File: src/hw/rtl/rmsd_pkg.sv
// ----------------------------------------------------------------------------
// rmsd_pkg
// Shared widths, types and helpers for the radix-m digit sum block.
// ----------------------------------------------------------------------------
package rmsd_pkg;

  localparam int OPERAND_W       = 31;
  localparam int SUM_W           = 32;
  localparam int RADIX_W         = 4;
  localparam int DIGIT_W         = 4;
  localparam int DIV_BITS_PER_CY = 4;
  localparam int DIV_CYCLES      = SUM_W / DIV_BITS_PER_CY;
  localparam int DIV_CNT_W       = $clog2(DIV_CYCLES);

  localparam logic [RADIX_W-1:0] RADIX_MIN   = RADIX_W'(2);
  localparam logic [RADIX_W-1:0] RADIX_MAX   = RADIX_W'(9);
  localparam logic [RADIX_W-1:0] RADIX_RESET = RADIX_W'(2);

  typedef struct packed {
    logic busy;
    logic done;
  } rmsd_div_stat_t;

  // Bases outside two to nine are pulled to the nearest legal base.
  function automatic logic [RADIX_W-1:0] eff_radix(input logic [RADIX_W-1:0] raw);
    logic [RADIX_W-1:0] res;
    if (raw < RADIX_MIN) begin
      res = RADIX_MIN;
    end else if (raw > RADIX_MAX) begin
      res = RADIX_MAX;
    end else begin
      res = raw;
    end
    return res;
  endfunction

endpackage

File: src/hw/rtl/rmsd_in_if.sv
// ----------------------------------------------------------------------------
// rmsd_in_if
// Input channel: one word carries the two binary addends.
// ----------------------------------------------------------------------------
interface rmsd_in_if;
  import rmsd_pkg::*;

  logic                 valid;
  logic                 ready;
  logic [OPERAND_W-1:0] operand_a;
  logic [OPERAND_W-1:0] operand_b;

  modport source (output valid, output operand_a, output operand_b, input ready);
  modport sink   (input valid, input operand_a, input operand_b, output ready);

endinterface

File: src/hw/rtl/rmsd_out_if.sv
// ----------------------------------------------------------------------------
// rmsd_out_if
// Result channel: one word carries one digit and the end-of-run flag.
// ----------------------------------------------------------------------------
interface rmsd_out_if;
  import rmsd_pkg::*;

  logic               valid;
  logic               ready;
  logic [DIGIT_W-1:0] digit;
  logic               last_digit;

  modport source (output valid, output digit, output last_digit, input ready);
  modport sink   (input valid, input digit, input last_digit, output ready);

endinterface

File: src/hw/rtl/rmsd_div.sv
// ----------------------------------------------------------------------------
// rmsd_div
// Digit-serial divider: divides a 32-bit value by the radix, four dividend
// bits per cycle, giving quotient and remainder.
// ----------------------------------------------------------------------------
module rmsd_div (
  input  logic                          clk,
  input  logic                          rst_n,
  input  logic                          start,
  input  logic [rmsd_pkg::SUM_W-1:0]    dividend,
  input  logic [rmsd_pkg::RADIX_W-1:0]  radix,
  output rmsd_pkg::rmsd_div_stat_t      stat,
  output logic [rmsd_pkg::SUM_W-1:0]    quotient,
  output logic [rmsd_pkg::RADIX_W-1:0]  remainder
);
  import rmsd_pkg::*;

  logic [SUM_W-1:0]     shreg_r, shreg_nxt;
  logic [RADIX_W-1:0]   rem_r, rem_nxt;
  logic [DIV_CNT_W-1:0] cyc_r;
  logic                 busy_r;
  logic                 done_r;

  // The dividend shifts out at the top while quotient bits shift in at the
  // bottom, so the same register ends up holding the quotient.
  always_comb begin
    logic [RADIX_W:0]   trial;
    logic [SUM_W-1:0]   q;
    logic [RADIX_W-1:0] r;
    q = shreg_r;
    r = rem_r;
    for (int i = 0; i < DIV_BITS_PER_CY; i++) begin
      trial = {r, q[SUM_W-1]};
      q     = {q[SUM_W-2:0], 1'b0};
      if (trial >= {1'b0, radix}) begin
        trial = trial - {1'b0, radix};
        q[0]  = 1'b1;
      end
      r = trial[RADIX_W-1:0];
    end
    shreg_nxt = q;
    rem_nxt   = r;
  end

  always_ff @(posedge clk) begin
    if (!rst_n) begin
      busy_r <= 1'b0;
      done_r <= 1'b0;
      cyc_r  <= '0;
    end else begin
      done_r <= 1'b0;
      if (start && !busy_r) begin
        busy_r <= 1'b1;
        cyc_r  <= '0;
      end else if (busy_r) begin
        cyc_r <= cyc_r + DIV_CNT_W'(1);
        if (cyc_r == DIV_CNT_W'(DIV_CYCLES - 1)) begin
          busy_r <= 1'b0;
          done_r <= 1'b1;
        end
      end
    end
  end

  always_ff @(posedge clk) begin
    if (start && !busy_r) begin
      shreg_r <= dividend;
      rem_r   <= '0;
    end else if (busy_r) begin
      shreg_r <= shreg_nxt;
      rem_r   <= rem_nxt;
    end
  end

  assign stat.busy = busy_r;
  assign stat.done = done_r;
  assign quotient  = shreg_r;
  assign remainder = rem_r;

  a_start_idle: assert property (@(posedge clk) disable iff (!rst_n)
    start |-> !busy_r)
    else $error("divider started while busy");

  a_done_pulse: assert property (@(posedge clk) disable iff (!rst_n)
    done_r |=> !done_r)
    else $error("divider done held for more than one cycle");

  a_busy_holds: assert property (@(posedge clk) disable iff (!rst_n)
    (busy_r && cyc_r != DIV_CNT_W'(DIV_CYCLES - 1)) |=> busy_r)
    else $error("divider dropped busy early");

endmodule

File: src/hw/rtl/rmsd_digit_mem.sv
// ----------------------------------------------------------------------------
// rmsd_digit_mem
// Digit store: one write port and one registered read port.
// ----------------------------------------------------------------------------
module rmsd_digit_mem #(
  parameter  int DEPTH  = 32,
  localparam int ADDR_W = (DEPTH > 1) ? $clog2(DEPTH) : 1
) (
  input  logic                         clk,
  input  logic                         we,
  input  logic [ADDR_W-1:0]            waddr,
  input  logic [rmsd_pkg::DIGIT_W-1:0] wdata,
  input  logic [ADDR_W-1:0]            raddr,
  output logic [rmsd_pkg::DIGIT_W-1:0] rdata
);
  import rmsd_pkg::*;

  logic [DIGIT_W-1:0] mem [DEPTH];
  logic [DIGIT_W-1:0] rdata_r;

  always_ff @(posedge clk) begin
    if (we) begin
      mem[waddr] <= wdata;
    end
    rdata_r <= mem[raddr];
  end

  assign rdata = rdata_r;

endmodule

File: src/hw/rtl/radix_m_sum_digits.sv
// ----------------------------------------------------------------------------
// radix_m_sum_digits
// Adds two 31-bit binary operands and returns the sum as base-m digits.
// ----------------------------------------------------------------------------
// One input word holds two non-negative addends. Their 32-bit sum is turned
// into digits of the base held in the radix register (bases below two act as
// two, above nine as nine), and the digits leave as one output word each,
// most significant first, with last_digit set on the final one. A zero sum
// gives the single digit 0. At most DIGIT_SLOTS digits are produced; if the
// sum needs more, only the DIGIT_SLOTS least significant digits are sent.
// The block works on one word at a time: in_chan.ready is high only while it
// is idle. Each digit comes from one pass of a shared serial divider that
// handles four dividend bits per cycle: the divider is started, works
// through the dividend, and its remainder is written to the digit store as
// the digit when it signals done. Each digit is then read back from the
// digit store in ST_WAIT and presented in ST_SHOW. Cycles the sink holds
// ready low stretch a run. The radix register is written through cfg_we
// and cfg_data and should only change while the block is idle.
// ----------------------------------------------------------------------------
module radix_m_sum_digits #(
  parameter int DIGIT_SLOTS = 32
) (
  input  logic                         clk,
  input  logic                         rst_n,
  input  logic                         cfg_we,
  input  logic [rmsd_pkg::RADIX_W-1:0] cfg_data,
  rmsd_in_if.sink                      in_chan,
  rmsd_out_if.source                   out_chan
);
  import rmsd_pkg::*;

  localparam int IDX_W = (DIGIT_SLOTS > 1) ? $clog2(DIGIT_SLOTS) : 1;
  localparam int CNT_W = $clog2(DIGIT_SLOTS + 1);

  typedef enum logic [1:0] {
    ST_IDLE,
    ST_DIV,
    ST_WAIT,
    ST_SHOW
  } state_t;

  state_t             state_r;
  logic [RADIX_W-1:0] radix_r;
  logic [SUM_W-1:0]   remaining_value_r;
  logic [CNT_W-1:0]   count_r;
  logic [IDX_W-1:0]   rd_idx_r;
  logic               div_start_r;

  logic [SUM_W-1:0]   sum;
  logic               in_acc;
  logic               out_acc;
  rmsd_div_stat_t     div_stat;
  logic [SUM_W-1:0]   div_quot;
  logic [RADIX_W-1:0] div_rem;
  logic               mem_we;
  logic [IDX_W-1:0]   mem_waddr;
  logic [DIGIT_W-1:0] mem_wdata;
  logic [DIGIT_W-1:0] mem_rdata;

  // The sum of two 31-bit operands always fits in 32 bits.
  assign sum     = {1'b0, in_chan.operand_a} + {1'b0, in_chan.operand_b};
  assign in_acc  = in_chan.valid && in_chan.ready;
  assign out_acc = out_chan.valid && out_chan.ready;

  assign in_chan.ready       = (state_r == ST_IDLE);
  assign out_chan.valid      = (state_r == ST_SHOW);
  assign out_chan.digit      = mem_rdata;
  assign out_chan.last_digit = (rd_idx_r == '0);

  // Digits are stored least significant first; a zero sum stores its single
  // zero digit straight from the idle state.
  always_comb begin
    mem_we    = 1'b0;
    mem_waddr = count_r[IDX_W-1:0];
    mem_wdata = div_rem;
    if (in_acc && sum == '0) begin
      mem_we    = 1'b1;
      mem_waddr = '0;
      mem_wdata = '0;
    end else if (state_r == ST_DIV && div_stat.done) begin
      mem_we = 1'b1;
    end
  end

  always_ff @(posedge clk) begin
    if (!rst_n) begin
      radix_r <= RADIX_RESET;
    end else if (cfg_we) begin
      radix_r <= cfg_data;
    end
  end

  // Control sequence: accept a word, run the divider once per digit until the
  // quotient reaches zero or the store is full, then read the digits back
  // from the top. The store's read data is registered, so every digit passes
  // through ST_WAIT before it is shown in ST_SHOW.
  always_ff @(posedge clk) begin
    if (!rst_n) begin
      state_r           <= ST_IDLE;
      remaining_value_r <= '0;
      count_r           <= '0;
      rd_idx_r          <= '0;
      div_start_r       <= 1'b0;
    end else begin
      div_start_r <= 1'b0;
      unique case (state_r)
        ST_IDLE: begin
          if (in_acc) begin
            remaining_value_r <= sum;
            if (sum == '0) begin
              count_r  <= CNT_W'(1);
              rd_idx_r <= '0;
              state_r  <= ST_WAIT;
            end else begin
              count_r     <= '0;
              div_start_r <= 1'b1;
              state_r     <= ST_DIV;
            end
          end
        end
        ST_DIV: begin
          if (div_stat.done) begin
            remaining_value_r <= div_quot;
            count_r           <= count_r + CNT_W'(1);
            if (div_quot == '0 || count_r == CNT_W'(DIGIT_SLOTS - 1)) begin
              rd_idx_r <= count_r[IDX_W-1:0];
              state_r  <= ST_WAIT;
            end else begin
              div_start_r <= 1'b1;
            end
          end
        end
        ST_WAIT: begin
          state_r <= ST_SHOW;
        end
        ST_SHOW: begin
          if (out_acc) begin
            if (rd_idx_r == '0) begin
              state_r <= ST_IDLE;
            end else begin
              rd_idx_r <= rd_idx_r - IDX_W'(1);
              state_r  <= ST_WAIT;
            end
          end
        end
        default: begin
          state_r <= ST_IDLE;
        end
      endcase
    end
  end

  rmsd_div u_div (
    .clk       (clk),
    .rst_n     (rst_n),
    .start     (div_start_r),
    .dividend  (remaining_value_r),
    .radix     (eff_radix(radix_r)),
    .stat      (div_stat),
    .quotient  (div_quot),
    .remainder (div_rem)
  );

  rmsd_digit_mem #(
    .DEPTH (DIGIT_SLOTS)
  ) u_mem (
    .clk   (clk),
    .we    (mem_we),
    .waddr (mem_waddr),
    .wdata (mem_wdata),
    .raddr (rd_idx_r),
    .rdata (mem_rdata)
  );

  // Input and output never overlap: a new word waits for the last digit.
  a_one_at_a_time: assert property (@(posedge clk) disable iff (!rst_n)
    out_chan.valid |-> !in_chan.ready)
    else $error("input accepted while digits are pending");

  a_count_bound: assert property (@(posedge clk) disable iff (!rst_n)
    count_r <= CNT_W'(DIGIT_SLOTS))
    else $error("digit count exceeds store depth");

  a_last_returns_idle: assert property (@(posedge clk) disable iff (!rst_n)
    (out_acc && out_chan.last_digit) |=> in_chan.ready)
    else $error("block not idle after the final digit");

  a_done_in_div: assert property (@(posedge clk) disable iff (!rst_n)
    div_stat.done |-> (state_r == ST_DIV))
    else $error("divider finished outside the conversion state");

endmodule
File: src/flat_wrapper.sv
// flat-port wrapper written by rule: the top's interface ports become plain ports
module radix_m_sum_digits_flat import rmsd_pkg::*;
#(
  parameter int DIGIT_SLOTS = 32
)
  (clk, rst_n, cfg_we, cfg_data, in_chan_valid, in_chan_operand_a, in_chan_operand_b, in_chan_ready, out_chan_valid, out_chan_digit, out_chan_last_digit, out_chan_ready);
  rmsd_in_if in_chan_i ();
  rmsd_out_if out_chan_i ();
  input  logic clk;
  input  logic rst_n;
  input  logic cfg_we;
  input  logic [rmsd_pkg::RADIX_W-1:0] cfg_data;
  input wire logic [$bits(in_chan_i.valid)-1:0] in_chan_valid;
  input wire logic [$bits(in_chan_i.operand_a)-1:0] in_chan_operand_a;
  input wire logic [$bits(in_chan_i.operand_b)-1:0] in_chan_operand_b;
  output wire logic [$bits(in_chan_i.ready)-1:0] in_chan_ready;
  output wire logic [$bits(out_chan_i.valid)-1:0] out_chan_valid;
  output wire logic [$bits(out_chan_i.digit)-1:0] out_chan_digit;
  output wire logic [$bits(out_chan_i.last_digit)-1:0] out_chan_last_digit;
  input wire logic [$bits(out_chan_i.ready)-1:0] out_chan_ready;
  assign in_chan_i.valid = in_chan_valid;
  assign in_chan_i.operand_a = in_chan_operand_a;
  assign in_chan_i.operand_b = in_chan_operand_b;
  assign in_chan_ready = in_chan_i.ready;
  assign out_chan_valid = out_chan_i.valid;
  assign out_chan_digit = out_chan_i.digit;
  assign out_chan_last_digit = out_chan_i.last_digit;
  assign out_chan_i.ready = out_chan_ready;
  radix_m_sum_digits #(.DIGIT_SLOTS(DIGIT_SLOTS)) u_core (.clk(clk), .rst_n(rst_n), .cfg_we(cfg_we), .cfg_data(cfg_data), .in_chan(in_chan_i), .out_chan(out_chan_i));
endmodule
File: config.mk
export PLATFORM = sky130hd
export DESIGN_NAME = radix_m_sum_digits_flat
export DESIGN_NICKNAME = d
export VERILOG_FILES = /design/src/hw/rtl/rmsd_pkg.sv /design/src/hw/rtl/rmsd_in_if.sv /design/src/hw/rtl/rmsd_out_if.sv /design/src/hw/rtl/rmsd_div.sv /design/src/hw/rtl/rmsd_digit_mem.sv /design/src/hw/rtl/radix_m_sum_digits.sv /design/src/flat_wrapper.sv
export SDC_FILE = /design/constraint.sdc
export NUM_CORES = 1
export LEC_CHECK = 0
export ABC_AREA = 1
export BUFFER_PORTS_ARGS = -buffer_cell sky130_fd_sc_hd__buf_4
export CAP_MARGIN = 20
export CORE_ASPECT_RATIO = 1.4
export CORE_MARGIN = 10
export CORE_UTILIZATION = 45
export CTS_BUF_LIST = sky130_fd_sc_hd__clkbuf_4 sky130_fd_sc_hd__clkbuf_8
export CTS_CLUSTER_DIAMETER = 200
export DETAILED_ROUTE_END_ITERATION = 12
export GPL_TIMING_DRIVEN = 0
export PLACE_DENSITY = 0.72
export SYNTH_ARGS = -nofsm -noshare
export SYNTH_HDL_FRONTEND = slang
export SYNTH_SLANG_ARGS = --single-unit
File: constraint.sdc
create_clock -name clk -period 13.7 [get_ports clk]
set_clock_uncertainty 0.1 [all_clocks]
set_input_delay 1.37 -clock clk [delete_from_list [all_inputs] [get_ports clk]]
set_output_delay 1.37 -clock clk [all_outputs]
set_load 0.005 [all_outputs]
# Yosys cells after proc, flatten, opt, wreduce, memory -nomap -nowiden
# Memory sizes are Yosys's and may differ from the RTL's. A register that Yosys moved wholly into a read port is not among the register bits.
# Index checks and enable logic that the tools add are counted.
[word_totals] register_bits=91 wordCells=106 memories=1 ram_bits=128 out_inout_bits=7
[memory_table] memory="u_core.u_mem.mem" depth=32 word_bits=4 rd=1 rd_clocked_by_memory_dff=1 wr=1 line="rmsd_digit_mem.sv:18" rtl="logic [DIGIT_W-1:0] mem [DEPTH];"
[op_classes] reduce_logical=19 order_cmp=6 n_eq_ne=11 muxes=48 addsub=8 bitwise=2
[op_table] cell="$mux W32" count=4
[op_table] cell="$logic_not A32 Y1" count=2
[op_table] cell="$pmux W32 S2" count=1
[op_table] cell="$mux W5" count=7
[op_table] cell="$add A31 B31 Y32" count=1
[op_table] cell="$mux W4" count=7
[op_table] cell="$ge A5 B4 Y1" count=4
[op_table] cell="$mux W1" count=17
[op_table] cell="$sub A4 B4 Y4" count=4
[op_table] cell="$pmux W5 S3" count=1
[op_table] cell="$mux W2" count=6
[op_table] cell="$mux W6" count=2
[op_table] cell="$ne A2 B2 Y1 const B" count=6
[op_table] cell="$pmux W6 S2" count=1
[op_table] cell="$pmux W2 S4" count=1
[op_table] cell="$reduce_and A7 Y1" count=1
[op_table] cell="$add A6 B1 Y6 const B" count=1
[op_table] cell="$eq A6 B5 Y1 const B" count=1
[op_table] cell="$logic_and A1 B1 Y1" count=5
[op_table] cell="$logic_not A5 Y1" count=1
[op_table] cell="$sub A5 B1 Y5 const B" count=1
[op_table] cell="$eq A2 B2 Y1 const B" count=2
[op_table] cell="$gt A4 B4 Y1 const B" count=1
[op_table] cell="$lt A4 B2 Y1 const B" count=1
[op_table] cell="14 further kinds" count=16

# Longest topological paths before layout
# Gate-level depths: netlist (run 1).
[logic_depth] ltp_word=13 ltp_mapped=39

# By module
# Synthesis (run 1) repeated with hierarchy kept, for this count alone.
[unflattened] cells_unflattened=1694 hier_area_um2=13226.4
[modules_own_cells] mod="rmsd_digit_mem" seq_area_each_um2=3923.8 area_per_inst_um2=5496.5 cells_per_inst=486 n_inst=1
[modules_own_cells] mod="radix_m_sum_digits" seq_area_each_um2=1001.0 area_per_inst_um2=5031.1 cells_per_inst=894 n_inst=1
[modules_own_cells] mod="rmsd_div" seq_area_each_um2=1141.1 area_per_inst_um2=2698.8 cells_per_inst=314 n_inst=1

# Worst setup path before layout (run 1)
# No wires, ideal clock.
[synth_timing] kind="reg-to-reg" from="register u_core.radix_r[1]" to="register u_core.u_div.shreg_r[0] (netlist: u_core.u_div.quotient[0]) (data pin)" path_buffers=0 synth_period_minus_slack_ns=5.838 setup_time_ns=0.271 required_time_ns=13.329 path_slack_ns=7.862 path_stages_with_launch=34 arrival_time_ns=5.467 cell_sequence="dfxtp_1 inv_1 a21oi_1 inv_1 ha_1 nand3_1 nand2_1 nand2_1 nand2_1 mux2_2 ha_1 nand2_1 o21ai_0 nand2_1 nand2_1 o21a_1 inv_1 ha_1 nand2_1 nor2_1 a211oi_1 nand2_1 a21oi_1 nand3_1 o21ai_0 inv_1 ha_1 nand2_1 nor2_1 a211oi_1 nor2_1 nor3b_1 a21boi_0 a31oi_1"
[synth_via] elab_chain_cells=13
[synth_lines] item="start: declaration" line="radix_m_sum_digits.sv:43" rtl="logic [RADIX_W-1:0] radix_r;"
[synth_lines] item="start signal: assignment" line="radix_m_sum_digits.sv:89" rtl="radix_r <= cfg_data;"
[synth_lines] item="$gt A4 B4 Y1" line="rmsd_pkg.sv:29" rtl="end else if (raw > RADIX_MAX) begin"
[synth_lines] item="$mux W4" line="rmsd_pkg.sv:29"
[synth_lines] item="$mux W4 *" line="rmsd_pkg.sv:27" rtl="if (raw < RADIX_MIN) begin"
[synth_lines] item="$sub A4 B4 Y4 / $ge A5 B4 Y1 (equally long branches)" line="rmsd_div.sv:36, rmsd_div.sv:35"
[synth_lines] item="$mux W4" line="rmsd_div.sv:35" rtl="if (trial >= {1'b0, radix}) begin"
[synth_lines] item="$sub A4 B4 Y4 / $ge A5 B4 Y1 (equally long branches)" line="rmsd_div.sv:36, rmsd_div.sv:35"
[synth_lines] item="$mux W4" line="rmsd_div.sv:35"
[synth_lines] item="$sub A4 B4 Y4 / $ge A5 B4 Y1 (equally long branches)" line="rmsd_div.sv:36, rmsd_div.sv:35"
[synth_lines] item="$mux W4" line="rmsd_div.sv:35"
[synth_lines] item="$ge A5 B4 Y1 *" line="rmsd_div.sv:35"
[synth_lines] item="$mux W1 *" line="rmsd_div.sv:35"
[synth_lines] item="$mux W32 *" line="rmsd_div.sv:69" rtl="end else if (busy_r) begin"
[synth_lines] item="$mux W32 *" line="rmsd_div.sv:66" rtl="if (start && !busy_r) begin"
[synth_lines] item="end signal: assignment" line="rmsd_div.sv:67" rtl="shreg_r <= dividend;"
[synth_lines] item="end signal: assignment" line="rmsd_div.sv:70" rtl="shreg_r <= shreg_nxt;"
[synth_lines] item="end: declaration" line="rmsd_div.sv:18" rtl="logic [SUM_W-1:0] shreg_r, shreg_nxt;"
# Every way passes the cells marked *; elsewhere a longest branch is shown, timed or not. The select of a mux whose other input is x is not followed.
# A chain may end at the register's enable or synchronous reset.

# Worst setup path after layout (run 1)
[layout_timing] from="register u_core.radix_r[1]" to="register u_core.u_div.rem_r[0] (netlist: u_core.u_div.remainder[0])"
[layout_via] elab_chain_cells=11
[layout_lines] item="$gt A4 B4 Y1" line="rmsd_pkg.sv:29"
[layout_lines] item="$mux W4" line="rmsd_pkg.sv:29"
[layout_lines] item="$mux W4 *" line="rmsd_pkg.sv:27"
[layout_lines] item="$sub A4 B4 Y4 / $ge A5 B4 Y1 (equally long branches)" line="rmsd_div.sv:36, rmsd_div.sv:35"
[layout_lines] item="$mux W4" line="rmsd_div.sv:35"
[layout_lines] item="$sub A4 B4 Y4 / $ge A5 B4 Y1 (equally long branches)" line="rmsd_div.sv:36, rmsd_div.sv:35"
[layout_lines] item="$mux W4" line="rmsd_div.sv:35"
[layout_lines] item="$sub A4 B4 Y4 / $ge A5 B4 Y1 (equally long branches)" line="rmsd_div.sv:36, rmsd_div.sv:35"
[layout_lines] item="$mux W4" line="rmsd_div.sv:35"
[layout_lines] item="$ge A5 B4 Y1" line="rmsd_div.sv:35"
[layout_lines] item="$mux W4 *" line="rmsd_div.sv:35"
[layout_lines] item="end signal: assignment" line="rmsd_div.sv:71" rtl="rem_r <= rem_nxt;"
[layout_lines] item="end: declaration" line="rmsd_div.sv:19" rtl="logic [RADIX_W-1:0] rem_r, rem_nxt;"
# Every way passes the cells marked *; elsewhere a longest branch is shown, timed or not.

==> summary.md, run 1 <==
| Metric | Value |
|---|---|
| Max Cap Viol | `0` |
| Maximum number of pins on one net before global-route repair | `33` |
| Post CTS Setup Buffer Count | `0` |
| Combined area of all synthesized cells | `0.0129 sq mm` |
| Clk buf depth | `3` |
| Top cells by instance count after synthesis | `sky130_fd_sc_hd__nand2_1 (449), sky130_fd_sc_hd__inv_1 (216), sky130_fd_sc_hd__nor2_1 (204)` |
| Worst setup path start | `u_core.radix_r[1]` |
| Remaining antenna violation count | `0` |
| Critical path required time | `14080 ps` |
| Sequential-to-total area share from yosys stat | `47.1%` |
| Core utilization of the finished layout | `51.6%` |
| Critical Path Slowest Stage Cell | `sky130_fd_sc_hd__a21oi_1` |
| Worst-Skew Late Latency | `560 ps` |
| CTS Sinks | `223` |
| CP peak stage delay | `400 ps` |
| Worst R2R Path Depth | `35` |
| GPL Wtd Cong | `0.979` |
| Critical Path Source Type | `flop` |
| RSZ-0062 raised after global routing | `no` |
| Destination of the critical timing path | `u_core.u_div.remainder[0]` |
| Worst slack after detailed placement | `6790 ps` |
| Number of detailed-route iterations in the first pass | `5` |
| Switch Pwr | `0.904 mW` |
| Initial Util | `45.4%` |
| Switching share of power | `38.6%` |
| GRT Resource Usage Total | `19.1%` |
| Number of max-slew violations in the final report | `0` |
| TritonCTS clock tree | `done` |
| Avg Vias per Cell | `5.34` |
| Number of H-tree levels | `1` |
| Diodes inserted | `0` |
| Sequential share of power | `36.6%` |
| Synth cell types | `49` |
| Worst r2r src | `u_core.radix_r[1]` |
| Number of antenna violations at the first check in global routing | `1` |
| Number of buffers inserted for hold repair after clock tree synthesis | `0` |
| Pwr dens | `160 mW/mm^2` |
| Fraction of registers with async set or reset after synthesis | `0%` |
| Mean area per synthesized cell | `7.85 sq um` |
| Die extent in x | `163 um` |
| Cell type with the highest occurrence count on the critical path | `sky130_fd_sc_hd__nand2_1` |
| Count of final hold-check violations | `0` |
| Minimum setup slack in the final design | `6710 ps` |
| Internal power contribution | `1.44 mW` |
| Fin crit share | `51.0%` |
| Highest clock rate | `143 MHz` |
| Area share of the largest cell type after synthesis | `37.3%` |
| Cell Area, Placed | `0.0139 sq mm` |
| Clock root buffer master | `sky130_fd_sc_hd__clkbuf_8` |
| Number of rows created at floorplan | `73` |
| Arrival time of data at the critical path endpoint | `7380 ps` |
| Predominant post-synthesis flop cell | `sky130_fd_sc_hd__edfxtp_1` |
| Nets | `1882` |
| Area Growth Syn to Fin | `13.6%` |
| Inserted Clock Buffers | `31` |
| DP HPWL | `27100 um` |
| Combinational Power Share | `41.8%` |
| Mapped Nets | `1768` |
| Worst hold-check path type | `reg2reg` |
| Largest fanout of any net on the critical path | `8` |
| Kind of capture point of the worst setup path | `flop` |
| Die area | `0.0359 sq mm` |
| Portion of total power attributed to the clock network | `21.6%` |
| Cell type contributing the most total cell area after synthesis | `sky130_fd_sc_hd__edfxtp_1` |
| Post-route cell area | `0.0146 sq mm` |
| PostCTS Resize Cnt | `0` |
| Sum of overflow across all layers after global routing | `0` |
| Register bit count reported by yosys | `223` |
| Vias in the first global route | `11300` |
| Post-Layout Cell Count | `2152` |
| First-pass GRT wire length | `55600 um` |
| Worst slew margin | `26.5%` |
| Crit Path Category | `reg2reg` |
| Worst reg-to-reg setup slack | `6710 ps` |
| Number of warning messages in the yosys log | `0` |
| Time the worst path needs with I/O delays and setup | `6990 ps` |
| Wire length reported by the detailed router | `35200 um` |
| Starting DRT DRC Count | `842` |
| Number of synthesized flops with an enable pin | `160` |
| Outcome | `finished clean` |
| Final Setup Violations | `0` |
| Synth Instances | `1640` |
| Die Y | `220 um` |
| Clock-pin slew on the worst setup and hold paths | `70 ps` |
| Top-level I/O count | `78` |
| Cell types with the largest area share after synthesis | `sky130_fd_sc_hd__edfxtp_1 (37%), sky130_fd_sc_hd__nand2_1 (13%), sky130_fd_sc_hd__dfxtp_1 (9.8%)` |
| Number of vias in the routed layout | `11500` |
| Measured slew at the worst slew-check pin | `1100 ps` |
| R2r endpoint | `u_core.u_div.remainder[0]` |
| Detail-routed net length per standard cell | `16.3 um` |
| Number of cells after detailed placement | `2093` |
| Cell with the most instances after synthesis | `sky130_fd_sc_hd__nand2_1` |
| Share of post-route cells with drive strength above 1 | `10.1%` |
| Number of remaining DRC errors | `0` |
| Leakage dissipation | `6.48 nW` |
| VDD IR-drop max | `0.000118 V` |
| Floorplan Core Area | `0.0283 sq mm` |
| Count of buffers from port buffering | `77` |
| Post-Route Setup TNS | `0 ps` |
## cell type report
class                           count  area, sq um
Clock inverter                      9         43.8
Multi-Input combinational cell   1147         5780
Clock buffer                       47          572
Buffer                             50          199
Timing Repair Buffer               81          666
Sequential cell                   223         6070
Inverter                          220          826
Fill cell                        2758        13700
Tap cell                          375          469
## cell usage in the layout, fill, tap and decap left out, drive strengths merged
| cell | n |
|---|---|
| ha | 52 |
| nand3 | 65 |
| xor2 | 6 |
| a31oi | 6 |
| buf | 85 |
| inv | 218 |
| o21bai | 1 |
| clkinvlp | 1 |
| nor3b | 2 |
| o221ai | 13 |
| o31ai | 1 |
| and2 | 1 |
| a41oi | 1 |
| o211ai | 4 |
| dfxtp | 63 |
| a21boi | 2 |
| o21a | 2 |
| a2bb2oi | 1 |
| a21oi | 92 |
| clkbuf | 93 |
| mux2 | 1 |
| nor4 | 8 |
| edfxtp | 160 |
| a211oi | 3 |
| o22ai | 24 |
| nand4 | 27 |
| xnor2 | 8 |
| o41ai | 1 |
| nor3 | 6 |
| or2 | 2 |
| fa | 5 |
| a221oi | 1 |
| nand2 | 463 |
| nor2 | 209 |
| nand3b | 7 |
| o21ai | 133 |
| clkinv | 10 |
## metal layers
layer / wire (um) / vias up / track usage, %
met2: 18600 / 420 / 36.4
met5: 18 / - / 0
met1: 12600 / 5276 / 20.0
met3: 2030 / 120 / 2.20
li1: - / 5669 / -
met4: 1820 / 2 / 9.85
## power groups by stage
stage          Sequential [mW]  Clock [mW]  Combinational [mW]
2_1_floorplan            0.860           0               0.704
3_3_place_gp             0.871           0               0.927
3_5_place_dp             0.872           0               0.956
4_1_cts                  0.858       0.513               0.962
5_1_grt                  0.863       0.539                1.11
6_report                 0.858       0.506               0.979
## cells by family after synthesis
family,synth area share (%)
flops,47.1
simple gates,25.7
xor+xnor,0.953
mux,0.0875
compound gates,12.3
buf+inv,7.96
fa+ha+maj,5.83
## flip-flops by register name, summed over array words and instances, names as in the netlist
| signal | flops |
|---|---|
| u_core.state_r | 2 |
| u_core.radix_r | 4 |
| u_core.u_div.quotient | 32 |
| u_core.remaining_value_r | 32 |
| u_core.u_div.remainder | 4 |
| u_core.u_div.busy_r | 1 |
| u_core.rd_idx_r | 5 |
| u_core.count_r | 6 |
| u_core.div_start_r | 1 |
| u_core.u_mem.rdata | 4 |
| u_core.u_div.done_r | 1 |
| u_core.u_div.cyc_r | 3 |
| u_core.u_mem.mem | 128 |
## worst min path at each step
stage          slack [ps]                      endpoint                          from  cells after the start
2_1_floorplan         340         u_core.u_div.cyc_r[1]         u_core.u_div.cyc_r[1]                      2
3_3_place_gp          350  u_core.remaining_value_r[17]  u_core.remaining_value_r[17]                      2
3_5_place_dp          360  u_core.remaining_value_r[17]  u_core.remaining_value_r[17]                      2
4_1_cts               360  u_core.remaining_value_r[17]  u_core.remaining_value_r[17]                      2
5_1_grt               380  u_core.remaining_value_r[29]  u_core.remaining_value_r[29]                      2
6_report              370  u_core.remaining_value_r[25]  u_core.remaining_value_r[25]                      2
## stage by stage
step / hold slack, ps / total power, mW
detailed placement: 355 / 1.83
global route: 382 / 2.51
global placement: 353 / 1.80
CTS: 365 / 2.33
floorplan: 344 / 1.56
finish: 366 / 2.34
## critical path, delay by kind of cell, from the launching register on
| kind | cells | cell delay (ps) |
|---|---|---|
| and+or+nand+nor | 18 | 2260 |
| AOI/OAI and AO/OA | 8 | 1980 |
| adders and majority gates | 4 | 1390 |
| buffers and inverters | 4 | 480 |
| muxes | 1 | 390 |
| DFF | 1 | 340 |
Note: power is estimated with default switching activity, not from simulation.
==> run 2: changes to the inputs <==
--- a/config.mk
+++ b/config.mk
@@ -5,7 +5,7 @@
 export SDC_FILE = /design/constraint.sdc
 export NUM_CORES = 1
 export LEC_CHECK = 0
-export ABC_AREA = 1
+export ABC_AREA = 0
 export BUFFER_PORTS_ARGS = -buffer_cell sky130_fd_sc_hd__buf_4
 export CAP_MARGIN = 20
 export CORE_ASPECT_RATIO = 1.4
==> constraint.sdc (replaced) <==
create_clock -name clk -period 6.5 [get_ports clk]
set_clock_uncertainty 0.1 [all_clocks]
set_input_delay 0.65 -clock clk [delete_from_list [all_inputs] [get_ports clk]]
set_output_delay 0.65 -clock clk [all_outputs]
set_load 0.005 [all_outputs]
==> summary.md, run 2 <==
| Metric | Value |
|---|---|
| Starting DRT DRC Count | `606` |
| Time the worst path needs with I/O delays and setup | `6200 ps` |
| Cell types with the largest area share after synthesis | `sky130_fd_sc_hd__edfxtp_1 (41%), sky130_fd_sc_hd__dfxtp_1 (11%), sky130_fd_sc_hd__mux4_2 (7.6%)` |
| Register bit count reported by yosys | `223` |
| Top-level I/O count | `78` |
| CTS Sinks | `223` |
| First-pass GRT wire length | `45500 um` |
| Clk buf depth | `3` |
| Crit Path Category | `reg2reg` |
| Pwr dens | `333 mW/mm^2` |
| Die Y | `212 um` |
| Number of antenna violations at the first check in global routing | `0` |
| Count of buffers from port buffering | `76` |
| Wire length reported by the detailed router | `28800 um` |
| Die extent in x | `157 um` |
| Leakage dissipation | `4.88 nW` |
| Vias in the first global route | `8783` |
| Mapped Nets | `1151` |
| Critical Path Source Type | `flop` |
| Count of filler cells inserted in the layout | `2240` |
| Number of synthesized flops with an enable pin | `160` |
| Critical path required time | `6840 ps` |
| Synth cell types | `77` |
| Number of warning messages in the yosys log | `0` |
| Largest fanout of any net on the critical path | `7` |
| Area Growth Syn to Fin | `16.1%` |
| Leading cell type in the layout, fill and taps excluded | `sky130_fd_sc_hd__edfxtp_1` |
| Highest-count cells in the layout ignoring fill and taps | `sky130_fd_sc_hd__edfxtp_1 (160), sky130_fd_sc_hd__nand2_1 (109), sky130_fd_sc_hd__nor2_1 (101)` |
| Core utilization of the finished layout | `52.9%` |
| Area share of the largest cell type after synthesis | `40.6%` |
| GRT Resource Usage Total | `17.1%` |
| Share of post-route cells with drive strength above 1 | `22.3%` |
| CP peak stage delay | `460 ps` |
| Register with the most flip-flops | `u_core.u_mem.mem` |
| Worst hold-check path type | `in2reg` |
| Number of detailed-route iterations in the first pass | `7` |
| RSZ-0062 raised after global routing | `no` |
| Clock-pin slew on the worst setup and hold paths | `70 ps` |
| Diodes inserted | `0` |
| Arrival time of data at the critical path endpoint | `6540 ps` |
| Max Cap Viol | `0` |
| Top cells by instance count after synthesis | `sky130_fd_sc_hd__edfxtp_1 (160), sky130_fd_sc_hd__nand2_1 (111), sky130_fd_sc_hd__nor2_1 (102)` |
| Synth Instances | `1023` |
| Minimum setup slack in the final design | `301 ps` |
| Avg Vias per Cell | `5.82` |
| Worst-Skew Late Latency | `530 ps` |
| Critical Path Slowest Stage Cell | `sky130_fd_sc_hd__a221o_2` |
| Worst slew margin | `33.8%` |
| Maximum number of pins on one net before global-route repair | `33` |
| Fin crit share | `95.4%` |
| Sum of overflow across all layers after global routing | `0` |
| Cell with the most instances after synthesis | `sky130_fd_sc_hd__edfxtp_1` |
| Initial Util | `45.5%` |
| Outcome | `finished clean` |
| Floorplan Core Area | `0.0260 sq mm` |
| GPL Wtd Cong | `0.909` |
| Number of H-tree levels | `2` |
| Highest clock rate | `161 MHz` |
| Wire length on met1 | `10900 um` |
| Kind of capture point of the worst setup path | `flop` |
| VDD IR-drop max | `0.000274 V` |
| Routed met3 length | `1340 um` |
| Final Setup Violations | `0` |
| Sequential cell area | `0.00607 sq mm` |
| Top layer used by detailed routing | `met4` |
| Met2 routed wirelength | `15600 um` |
| TritonCTS clock tree | `done` |
| Cell Area, Placed | `0.0128 sq mm` |
| Die area | `0.0333 sq mm` |
| Mean area per synthesized cell | `11.6 sq um` |
| Combined area of all synthesized cells | `0.0118 sq mm` |
| Worst slack after detailed placement | `-700 ps` |
| Sequential-to-total area share from yosys stat | `51.2%` |
| Number of rows created at floorplan | `70` |
| Max FFs per register | `128` |
| Cell type contributing the most total cell area after synthesis | `sky130_fd_sc_hd__edfxtp_1` |
| Measured slew at the worst slew-check pin | `993 ps` |
| Post-route cell area | `0.0137 sq mm` |
| Detail-routed net length per standard cell | `19.3 um` |
| Fraction of registers with async set or reset after synthesis | `0%` |
| Number of remaining DRC errors | `0` |
| Inserted Clock Buffers | `34` |
| DP HPWL | `21200 um` |
| Hold_ws | `254 ps` |
| Number of buffers inserted for hold repair after clock tree synthesis | `0` |
| Number of vias in the routed layout | `8684` |
| Number of max-slew violations in the final report | `0` |
| Area of the multi-input gates | `0.00554 sq mm` |
| Predominant post-synthesis flop cell | `sky130_fd_sc_hd__edfxtp_1` |
| Clock root buffer master | `sky130_fd_sc_hd__clkbuf_8` |
| Count of final hold-check violations | `0` |
| Nets | `1271` |
| Remaining antenna violation count | `0` |
## run 2: repair_timing
item                                    CTS  global route
buffers inserted                          1             3
pin swaps                                 1             3
cloned                                    0             0
gates resized for setup                   9            13
endpoints found under the setup margin    5             5
## run 2: final timing paths
path                                       end  slack (ps)                    startpoint  depth (start not counted)
hold reg to reg   u_core.remaining_value_r[20]         360  u_core.remaining_value_r[20]                          2
hold / removal               u_core.radix_r[1]         250                   cfg_data[1]                          3
setup reg to reg     u_core.u_div.remainder[1]         300             u_core.radix_r[1]                         30
setup / recovery     u_core.u_div.remainder[1]         300             u_core.radix_r[1]                         30
## run 2: layer usage
metal / vias to the layer above / GRT usage (%)
li1: 4127 / -
met3: 73 / 2.54
met1: 4211 / 18.8
met4: 0 / 7.69
met5: - / 0
met2: 273 / 31.6
## run 2: area by class of cell
cell class / count / area share (%)
sequential: 223 / 44.1
tap: 324 / 2.95
buffer: 56 / 1.58
inverter: 22 / 0.601
timing repair buffer: 86 / 5.37
clock buffer: 48 / 4.30
multi-input combinational: 720 / 40.3
clock inverter: 13 / 0.783
## run 2: through the flow
step	setup TNS (ps)	std cells	power, mW
after floorplan	0	1023	2.86
after global placement	-2690	1423	3.19
after detailed placement	-3200	1424	3.24
after CTS	0	1485	4.47
after global routing	0	1492	4.85
final	0	1492	4.58
## run 2: critical path, delay by kind of cell (launching register included)
kind,cells,cell delay [ps]
AO/OA/AOI/OAI,12,2240
flip-flops,1,350
AND/OR/NAND/NOR,9,1260
adder cells (fa/ha/maj),4,1170
buffers and inverters,2,140
multiplexers,3,870
## run 2: kinds of logic after synthesis
| logic type | after synthesis | share of synthesized area (%) |
|---|---|---|
| AND/OR/NAND/NOR | 330 | 13.1 |
| flip-flops | 223 | 51.2 |
| AO/OA/AOI/OAI | 211 | 12.2 |
| multiplexers | 87 | 12.0 |
| buffers and inverters | 80 | 2.60 |
| adder cells (fa/ha/maj) | 57 | 6.34 |
| XOR/XNOR | 35 | 2.59 |
## run 2: where the power goes
part	leakage [nW]	switching, mW	internal [mW]
logic	2.52	0.900	0.731
registers	1.99	0.0612	1.70
clock network	0.367	0.551	0.638
